### config.mk
export PLATFORM = sky130hd
export DESIGN_NAME = rgb_to_hsv_pixel_converter
export DESIGN_NICKNAME = d
export VERILOG_FILES = /design/src/rgbhsv_pkg.sv /design/src/rgbhsv_front.sv /design/src/rgbhsv_div_stage.sv /design/src/rgb_to_hsv_pixel_converter.sv
export SDC_FILE = /design/constraint.sdc
export NUM_CORES = 2
export LEC_CHECK = 0
export ABC_AREA = 1
export ABC_CLOCK_PERIOD_IN_PS = 4900
export BUFFER_PORTS_ARGS = -buffer_cell sky130_fd_sc_hd__buf_2
export CORE_ASPECT_RATIO = 1.5
export CORE_MARGIN = 2
export CORE_UTILIZATION = 45
export DETAILED_ROUTE_END_ITERATION = 12
export GPL_ROUTABILITY_DRIVEN = 0
export PLACE_DENSITY = 0.61
export SYNTH_ARGS = -nofsm -noshare
export SYNTH_HDL_FRONTEND = slang
export SYNTH_SLANG_ARGS = --single-unit
### constraint.sdc
create_clock -name clk -period 4.9 [get_ports clk]
set_clock_uncertainty 0.15 [all_clocks]
set_input_delay 0.735 -clock clk [delete_from_list [all_inputs] [get_ports clk]]
set_output_delay 0.735 -clock clk [all_outputs]
set_load 0.03 [all_outputs]
### src/rgbhsv_pkg.sv
// ============================================================================
// RGB to HSV converter package
// Shared widths, sector codes and pipeline payload types.
// ============================================================================
package rgbhsv_pkg;

    // Width of one colour component and of the fractional results.
    localparam int COMPONENT_BITS = 8;
    localparam int FRACTION_BITS  = 16;

    // The hue divisor is 6 * delta, which needs three bits above a component.
    localparam int DEN_BITS = COMPONENT_BITS + 3;

    // Which component holds the maximum.
    localparam int SECTOR_BITS = 2;
    localparam logic [SECTOR_BITS-1:0] SECTOR_RED   = 2'd0;
    localparam logic [SECTOR_BITS-1:0] SECTOR_GREEN = 2'd1;
    localparam logic [SECTOR_BITS-1:0] SECTOR_BLUE  = 2'd2;

    // Payload of the first front-end stage.
    typedef struct packed {
        logic [COMPONENT_BITS-1:0] red;
        logic [COMPONENT_BITS-1:0] green;
        logic [COMPONENT_BITS-1:0] blue;
        logic [COMPONENT_BITS-1:0] max_val;
        logic [COMPONENT_BITS-1:0] min_val;
        logic [SECTOR_BITS-1:0]    sector;
    } front_t;

    // Payload that travels through the divider stages.
    typedef struct packed {
        logic [DEN_BITS-1:0]       hue_rem;
        logic [DEN_BITS-1:0]       hue_den;
        logic [FRACTION_BITS-1:0]  hue_quo;
        logic [DEN_BITS-1:0]       sat_rem;
        logic [COMPONENT_BITS-1:0] sat_den;
        logic [FRACTION_BITS-1:0]  sat_quo;
        logic                      sat_full;
        logic                      grey;
        logic [COMPONENT_BITS-1:0] bright;
    } div_t;

endpackage

### src/rgbhsv_front.sv
// ============================================================================
// RGB to HSV front end
// Two register stages: maximum, minimum and sector, then delta, the hue
// numerator and divisor and the flags for the special cases.
// ============================================================================
module rgbhsv_front (
    input  logic                                      clk,
    input  logic                                      rst_n,
    input  logic                                      in_valid,
    output logic                                      in_ready,
    input  logic [rgbhsv_pkg::COMPONENT_BITS-1:0]     red,
    input  logic [rgbhsv_pkg::COMPONENT_BITS-1:0]     green,
    input  logic [rgbhsv_pkg::COMPONENT_BITS-1:0]     blue,
    output logic                                      out_valid,
    input  logic                                      out_ready,
    output rgbhsv_pkg::div_t                          out_data
);

    rgbhsv_pkg::front_t a_reg, a_next;
    rgbhsv_pkg::div_t   b_reg, b_next;
    logic               a_valid_reg, b_valid_reg;
    logic               a_ready, b_ready;

    logic [rgbhsv_pkg::COMPONENT_BITS-1:0] delta;
    logic [rgbhsv_pkg::DEN_BITS-1:0]       delta_ext;
    logic [rgbhsv_pkg::DEN_BITS-1:0]       six_delta;
    logic [rgbhsv_pkg::DEN_BITS-1:0]       num;

    // A stage takes a new transaction when it is empty or its content moves on.
    assign a_ready  = !a_valid_reg || b_ready;
    assign b_ready  = !b_valid_reg || out_ready;
    assign in_ready = a_ready;

    // Stage A: maximum and minimum, and the sector with red tested first.
    always_comb
    begin
        a_next.red     = red;
        a_next.green   = green;
        a_next.blue    = blue;
        a_next.max_val = red;
        if (green > a_next.max_val)
        begin
            a_next.max_val = green;
        end
        if (blue > a_next.max_val)
        begin
            a_next.max_val = blue;
        end
        a_next.min_val = red;
        if (green < a_next.min_val)
        begin
            a_next.min_val = green;
        end
        if (blue < a_next.min_val)
        begin
            a_next.min_val = blue;
        end
        if (red == a_next.max_val)
        begin
            a_next.sector = rgbhsv_pkg::SECTOR_RED;
        end
        else if (green == a_next.max_val)
        begin
            a_next.sector = rgbhsv_pkg::SECTOR_GREEN;
        end
        else
        begin
            a_next.sector = rgbhsv_pkg::SECTOR_BLUE;
        end
    end

    // Stage B: delta, hue numerator and divisor, and the division seeds.
    // The numerator lies in [0, 6 * delta) for a non-grey pixel, so modular arithmetic at
    // divisor width gives the exact value.
    always_comb
    begin
        delta     = a_reg.max_val - a_reg.min_val;
        delta_ext = rgbhsv_pkg::DEN_BITS'(delta);
        six_delta = (delta_ext << 2) + (delta_ext << 1);
        case (a_reg.sector)
            rgbhsv_pkg::SECTOR_RED:
            begin
                if (a_reg.green >= a_reg.blue)
                begin
                    num = rgbhsv_pkg::DEN_BITS'(a_reg.green)
                        - rgbhsv_pkg::DEN_BITS'(a_reg.blue);
                end
                else
                begin
                    num = six_delta - (rgbhsv_pkg::DEN_BITS'(a_reg.blue)
                        - rgbhsv_pkg::DEN_BITS'(a_reg.green));
                end
            end
            rgbhsv_pkg::SECTOR_GREEN:
            begin
                num = (delta_ext << 1) + rgbhsv_pkg::DEN_BITS'(a_reg.blue)
                    - rgbhsv_pkg::DEN_BITS'(a_reg.red);
            end
            rgbhsv_pkg::SECTOR_BLUE:
            begin
                num = (delta_ext << 2) + rgbhsv_pkg::DEN_BITS'(a_reg.red)
                    - rgbhsv_pkg::DEN_BITS'(a_reg.green);
            end
            default:
            begin
                num = '0;
            end
        endcase

        b_next.hue_rem  = num;
        b_next.hue_den  = six_delta;
        b_next.hue_quo  = '0;
        b_next.sat_rem  = delta_ext;
        b_next.sat_den  = a_reg.max_val;
        b_next.sat_quo  = '0;
        // A zero minimum means delta equals max: the quotient is one whole.
        b_next.sat_full = (a_reg.min_val == '0);
        b_next.grey     = (delta == '0);
        b_next.bright   = a_reg.max_val;
    end

    // Valid bits.
    always_ff @(posedge clk or negedge rst_n)
    begin
        if (!rst_n)
        begin
            a_valid_reg <= 1'b0;
            b_valid_reg <= 1'b0;
        end
        else
        begin
            if (a_ready)
            begin
                a_valid_reg <= in_valid;
            end
            if (b_ready)
            begin
                b_valid_reg <= a_valid_reg;
            end
        end
    end

    // Payload registers.
    always_ff @(posedge clk)
    begin
        if (in_valid && a_ready)
        begin
            a_reg <= a_next;
        end
        if (a_valid_reg && b_ready)
        begin
            b_reg <= b_next;
        end
    end

    assign out_valid = b_valid_reg;
    assign out_data  = b_reg;

endmodule

### src/rgbhsv_div_stage.sv
// ============================================================================
// RGB to HSV divider stage
// One restoring step of both fraction divisions: one quotient bit each.
// ============================================================================
module rgbhsv_div_stage (
    input  logic             clk,
    input  logic             rst_n,
    input  logic             in_valid,
    output logic             in_ready,
    input  rgbhsv_pkg::div_t in_data,
    output logic             out_valid,
    input  logic             out_ready,
    output rgbhsv_pkg::div_t out_data
);

    rgbhsv_pkg::div_t data_reg, data_next;
    logic             valid_reg;

    logic [rgbhsv_pkg::DEN_BITS:0] hue_shift, hue_den_ext;
    logic [rgbhsv_pkg::DEN_BITS:0] sat_shift, sat_den_ext;
    logic                          hue_bit, sat_bit;

    assign in_ready = !valid_reg || out_ready;

    // Double the remainder, subtract the divisor where it fits.
    always_comb
    begin
        data_next   = in_data;
        hue_shift   = {in_data.hue_rem, 1'b0};
        hue_den_ext = (rgbhsv_pkg::DEN_BITS+1)'(in_data.hue_den);
        sat_shift   = {in_data.sat_rem, 1'b0};
        sat_den_ext = (rgbhsv_pkg::DEN_BITS+1)'(in_data.sat_den);
        hue_bit     = (hue_shift >= hue_den_ext);
        sat_bit     = (sat_shift >= sat_den_ext);
        if (hue_bit)
        begin
            data_next.hue_rem = rgbhsv_pkg::DEN_BITS'(hue_shift - hue_den_ext);
        end
        else
        begin
            data_next.hue_rem = rgbhsv_pkg::DEN_BITS'(hue_shift);
        end
        if (sat_bit)
        begin
            data_next.sat_rem = rgbhsv_pkg::DEN_BITS'(sat_shift - sat_den_ext);
        end
        else
        begin
            data_next.sat_rem = rgbhsv_pkg::DEN_BITS'(sat_shift);
        end
        data_next.hue_quo = {in_data.hue_quo[rgbhsv_pkg::FRACTION_BITS-2:0], hue_bit};
        data_next.sat_quo = {in_data.sat_quo[rgbhsv_pkg::FRACTION_BITS-2:0], sat_bit};
    end

    // Valid bit.
    always_ff @(posedge clk or negedge rst_n)
    begin
        if (!rst_n)
        begin
            valid_reg <= 1'b0;
        end
        else if (in_ready)
        begin
            valid_reg <= in_valid;
        end
    end

    // Payload register.
    always_ff @(posedge clk)
    begin
        if (in_valid && in_ready)
        begin
            data_reg <= data_next;
        end
    end

    assign out_valid = valid_reg;
    assign out_data  = data_reg;

endmodule

### src/rgb_to_hsv_pixel_converter.sv
// Path: an accepted transaction passes the front-end registers, then the
// divider stages, one quotient bit per stage, on the way to its result.
// Throughput: one pixel per cycle while the output is not stalled; every
// stage moves on when its successor has room, so stalled data is not lost.
// Reset: rst_n clears all valid bits asynchronously; payloads are not reset.
// ============================================================================
// RGB to HSV pixel converter
// Hexcone conversion of one pixel per transaction: brightness, saturation
// and hue, with both fraction divisions in a bit-per-stage pipeline.
// ============================================================================
module rgb_to_hsv_pixel_converter (
    input  logic                                  clk,
    input  logic                                  rst_n,
    input  logic                                  in_valid,
    output logic                                  in_ready,
    input  logic [rgbhsv_pkg::COMPONENT_BITS-1:0] red,
    input  logic [rgbhsv_pkg::COMPONENT_BITS-1:0] green,
    input  logic [rgbhsv_pkg::COMPONENT_BITS-1:0] blue,
    output logic                                  out_valid,
    input  logic                                  out_ready,
    output logic [rgbhsv_pkg::FRACTION_BITS-1:0]  hue,
    output logic [rgbhsv_pkg::FRACTION_BITS-1:0]  saturation,
    output logic [rgbhsv_pkg::COMPONENT_BITS-1:0] brightness
);

    rgbhsv_pkg::div_t chain_data  [0:rgbhsv_pkg::FRACTION_BITS];
    logic             chain_valid [0:rgbhsv_pkg::FRACTION_BITS];
    logic             chain_ready [0:rgbhsv_pkg::FRACTION_BITS];

    // Front end: extremes, sector and division seeds.
    rgbhsv_front u_front (
        .clk       (clk),
        .rst_n     (rst_n),
        .in_valid  (in_valid),
        .in_ready  (in_ready),
        .red       (red),
        .green     (green),
        .blue      (blue),
        .out_valid (chain_valid[0]),
        .out_ready (chain_ready[0]),
        .out_data  (chain_data[0])
    );

    // Divider pipeline: one stage per fraction bit.
    for (genvar i = 0; i < rgbhsv_pkg::FRACTION_BITS; i++)
    begin : g_div
        rgbhsv_div_stage u_stage (
            .clk       (clk),
            .rst_n     (rst_n),
            .in_valid  (chain_valid[i]),
            .in_ready  (chain_ready[i]),
            .in_data   (chain_data[i]),
            .out_valid (chain_valid[i+1]),
            .out_ready (chain_ready[i+1]),
            .out_data  (chain_data[i+1])
        );
    end

    assign chain_ready[rgbhsv_pkg::FRACTION_BITS] = out_ready;
    assign out_valid = chain_valid[rgbhsv_pkg::FRACTION_BITS];

    // Result selection: grey pixels give zero hue and saturation, and a pure
    // hue saturates at the largest code.
    always_comb
    begin
        brightness = chain_data[rgbhsv_pkg::FRACTION_BITS].bright;
        if (chain_data[rgbhsv_pkg::FRACTION_BITS].grey)
        begin
            hue        = '0;
            saturation = '0;
        end
        else
        begin
            hue = chain_data[rgbhsv_pkg::FRACTION_BITS].hue_quo;
            if (chain_data[rgbhsv_pkg::FRACTION_BITS].sat_full)
            begin
                saturation = '1;
            end
            else
            begin
                saturation = chain_data[rgbhsv_pkg::FRACTION_BITS].sat_quo;
            end
        end
    end

endmodule

==> impl_metrics.csv <==
group,metric,value,unit
hold_path,hold_path_end,"u_front.a_reg[35]",
floorplan,design.core.area,112800,um^2
synthesis,synth_cells,4622,
critical_path,r2r_start,"u_front.a_reg[10]",
power_and_ir_drop,powerDensity,760.1,nW/um^2
global_route,overflow,0,
timing,rsz0062_at_grt,"false",
synthesis,synth_edf_count,976,
critical_path,setup.worst_path.start_class,"flop",
critical_path,r2r_setup_slack,0.35,ns
synthesis,synth_area,51150,um^2
timing,layout_min_cycle_time,4.547,ns
critical_path,cp-end-kind,"flop",
critical_path,critPathTopFamily,"adder cells",
cts,postCtsSetupBuffers,0,
synthesis,synth-async-reset-ratio,0.01811,
placement,detailedPlacementHpwl,80.39,mm
timing,max_freq,0.2199,GHz
flow_run,cap_viol_max_count,0,
outcome,status,"finished clean",
global_route,grt_first_pass_wirelength,161.5,mm
floorplan,rows,151,
routing,wl_per_cell,16.09,um
global_route,grt_usage,0.1756,
synthesis,synth.most_common_cell,"edfxtp_1",
synthesis,synth-seq-cells,994,
routing,drc,0,
cts,clkTransAtPathRegs,0.06,ns
cts,cts_tree,"built",
layout,ff_latch_area,29760,um^2
timing,timing.final.crit_share,0.9280,
cts,clk-insertion-delay-late,0.69,ns
floorplan,ios,70,
global_route,grt_pass1_vias,33518,
floorplan,die_h,416.9,um
timing,finalSetupTns,0,ns
synthesis,post-synth-top-area-fraction,0.5730,
cts,ctsLongestPathBuffers,3,
critical_path,r2r_end,"u_front.out_data[81]",
routing,drt_wl_total,101.2,mm
synthesis,synthTopCellsByArea,"edfxtp_1 (57%), ha_1 (9.2%), inv_1 (5.5%), nand2_1 (4.9%), o21ai_0 (3.2%)",
routing,antenna_left,0,
placement,portBuffers,69,
layout,largest_reg_flops,896,
routing,drtIter0Drc,1409,
cts,cts-buffers-inserted,95,
routing,first_pass_iters,8,
layout,fin_area,56440,um^2
power_and_ir_drop,cellLeakagePower,23.82,nW
floorplan,die_area,116400,um^2
layout,area_growth,10.34,%
timing,slew_headroom,0.3140,
synthesis,syn_nets,5070,
timing,tightest_slew,1.029,ns
timing,hold_violations,0,
hold_path,min_from,"red[1]",
cts,clock_sinks,994,
layout,antenna_cells,0,
cts,htree_levels,3,
timing,final-max-slew-violation-count,0,
critical_path,ff2ff_path_depth,22,
floorplan,dieWidth,279.3,um
placement,dpl_cell_area,53280,um^2
synthesis,yosys.area.top_type,"edfxtp_1",
power_and_ir_drop,fin_total_pwr,42.90,mW
synthesis,yosysWarnings,0,
critical_path,crit_slowest_cell,"fa_1",
critical_path,crit_buf_inv,5,
critical_path,arrival,4.81,ns
global_route,antenna_found_initial,0,
critical_path,max_stage_delay,0.67,ns
floorplan,initial_core_util,0.4535,
synthesis,synthFlopType,"edfxtp_1",
cts,root_buffer,"clkbuf_16",
hold_path,worstHoldPathCells,1,
routing,vias,32214,
synthesis,ys_top_cells_by_count,"edfxtp_1 (976), inv_1 (751), nand2_1 (662)",
timing,setup_violations,0,
layout,multiInputGateArea,18290,um^2
layout,finalNetCount,5208,
power_and_ir_drop,peakVddDrop,0.4274,mV
routing,vias_per_cell,5.121,
critical_path,crit_path_frequent_cell,"inv_1",
critical_path,crit_chain,"inv_1, ha_1, inv_1, fa_1, ha_1, inv_1, fa_1, o21ai_1, nand2_1, o211ai_2, xor2_1, inv_1, ha_1, inv_1, nor4_1, nand2_1, nand4_1, nor2_1, nor2_1, nand2_1, a22oi_1, nand2_1",
synthesis,ys_seq_area_frac,0.5818,
synthesis,synth.avg_cell_area,11.07,um^2
synthesis,synth_cell_types,61,
critical_path,crit_fanout,6,
layout,drive_gt1_frac,0.07854,
critical_path,critPathKind,"flop to flop",
critical_path,required,5.17,ns
critical_path,cp.depth,22,
global_route,grt_max_degree,70,
layout,n_fill_cell,10009,
hold_path,hold_path_class,"primary input to flop",
==> worst register-to-register path, delay by kind of cell, from the launching register on <==
kind	cells	cell delay [ns]
adder cells (fa/ha/maj)	5	1.79
AND/OR/NAND/NOR	8	0.93
AO/OA/AOI/OAI	3	0.54
flip-flops	1	0.38
buffers and inverters	5	0.35
XOR/XNOR	1	0.15
==> power breakdown <==
part / switching [mW] / leakage, nW / internal (mW) / total, mW
registers: 1.71 / 9.63 / 14.6 / 16.3
logic: 12.0 / 12.7 / 7.21 / 19.2
clock network: 3.25 / 1.53 / 4.13 / 7.38
total: 16.9 / 23.8 / 26.0 / 42.9
==> cell type report <==
class / instances / area share
inverter: 770 / 0.05121
clock inverter: 68 / 0.01206
clock buffer: 107 / 0.04363
multi-input combinational: 2804 / 0.3240
timing repair buffer: 95 / 0.009621
sequential: 994 / 0.5272
tap: 1453 / 0.03221
==> kinds of logic after synthesis <==
| logic type | share of synthesized area |
|---|---|
| buffers and inverters | 0.06260 |
| flip-flops | 0.5818 |
| AND/OR/NAND/NOR | 0.1115 |
| XOR/XNOR | 0.04383 |
| AO/OA/AOI/OAI | 0.09124 |
| adder cells (fa/ha/maj) | 0.1090 |
==> stage by stage <==
stage	cells	worst slack [ns]	util	hold slack [ns]
after global routing	6291	0.01493	0.5004	0.1063
final	6291	0.3526	0.5004	0.1160
after CTS	6291	0.2479	0.5003	0.07024
after global placement	6115	0.2963	0.4723	0.2511
after floorplan	4622	0.04458	-	0.2503
after detailed placement	6115	0.2982	0.4723	0.2545
==> how the worst max path moves through the flow <==
| stage | from | end |
|---|---|---|
| 4_1_cts | u_front.a_reg[10] | u_front.out_data[81] |
| 3_5_place_dp | u_front.a_reg[10] | u_front.out_data[81] |
| 5_1_grt | u_front.a_reg[10] | u_front.out_data[81] |
| 2_1_floorplan | out_ready | g_div[11].u_stage.out_data[10] |
| 6_report | u_front.a_reg[10] | u_front.out_data[81] |
| 3_3_place_gp | u_front.a_reg[10] | u_front.out_data[81] |
==> repair_timing <==
item	CTS	global route
setup endpoints to repair	0	2
endpoints found under the hold margin	18	0
hold buffers	1	0
gates resized for setup	0	3
==> layout by cell type (no fill, tap or decap), types with 25 or more instances in the layout <==
cell,n
ha_1,377
edfxtp_1,976
inv_2,26
a21o_1,35
nand3_1,140
o21ai_1,47
xnor2_1,88
buf_2,69
o21ai_0,321
nor2_1,303
nand4_1,42
a21oi_1,284
nand2_1,662
inv_1,743
buf_4,25
nor3_1,43
clkbuf_16,95
xor2_1,157
fa_1,43
==> per-layer routing <==
layer	share of wire	wire [um]	track usage
met1	0.29	29390	0.1309
met2	0.62	62530	0.3886
met3	0.026	2603	0.02037
met4	0.066	6720	0.1155
met5	0	0	0
(Power assumes the default switching activity.)
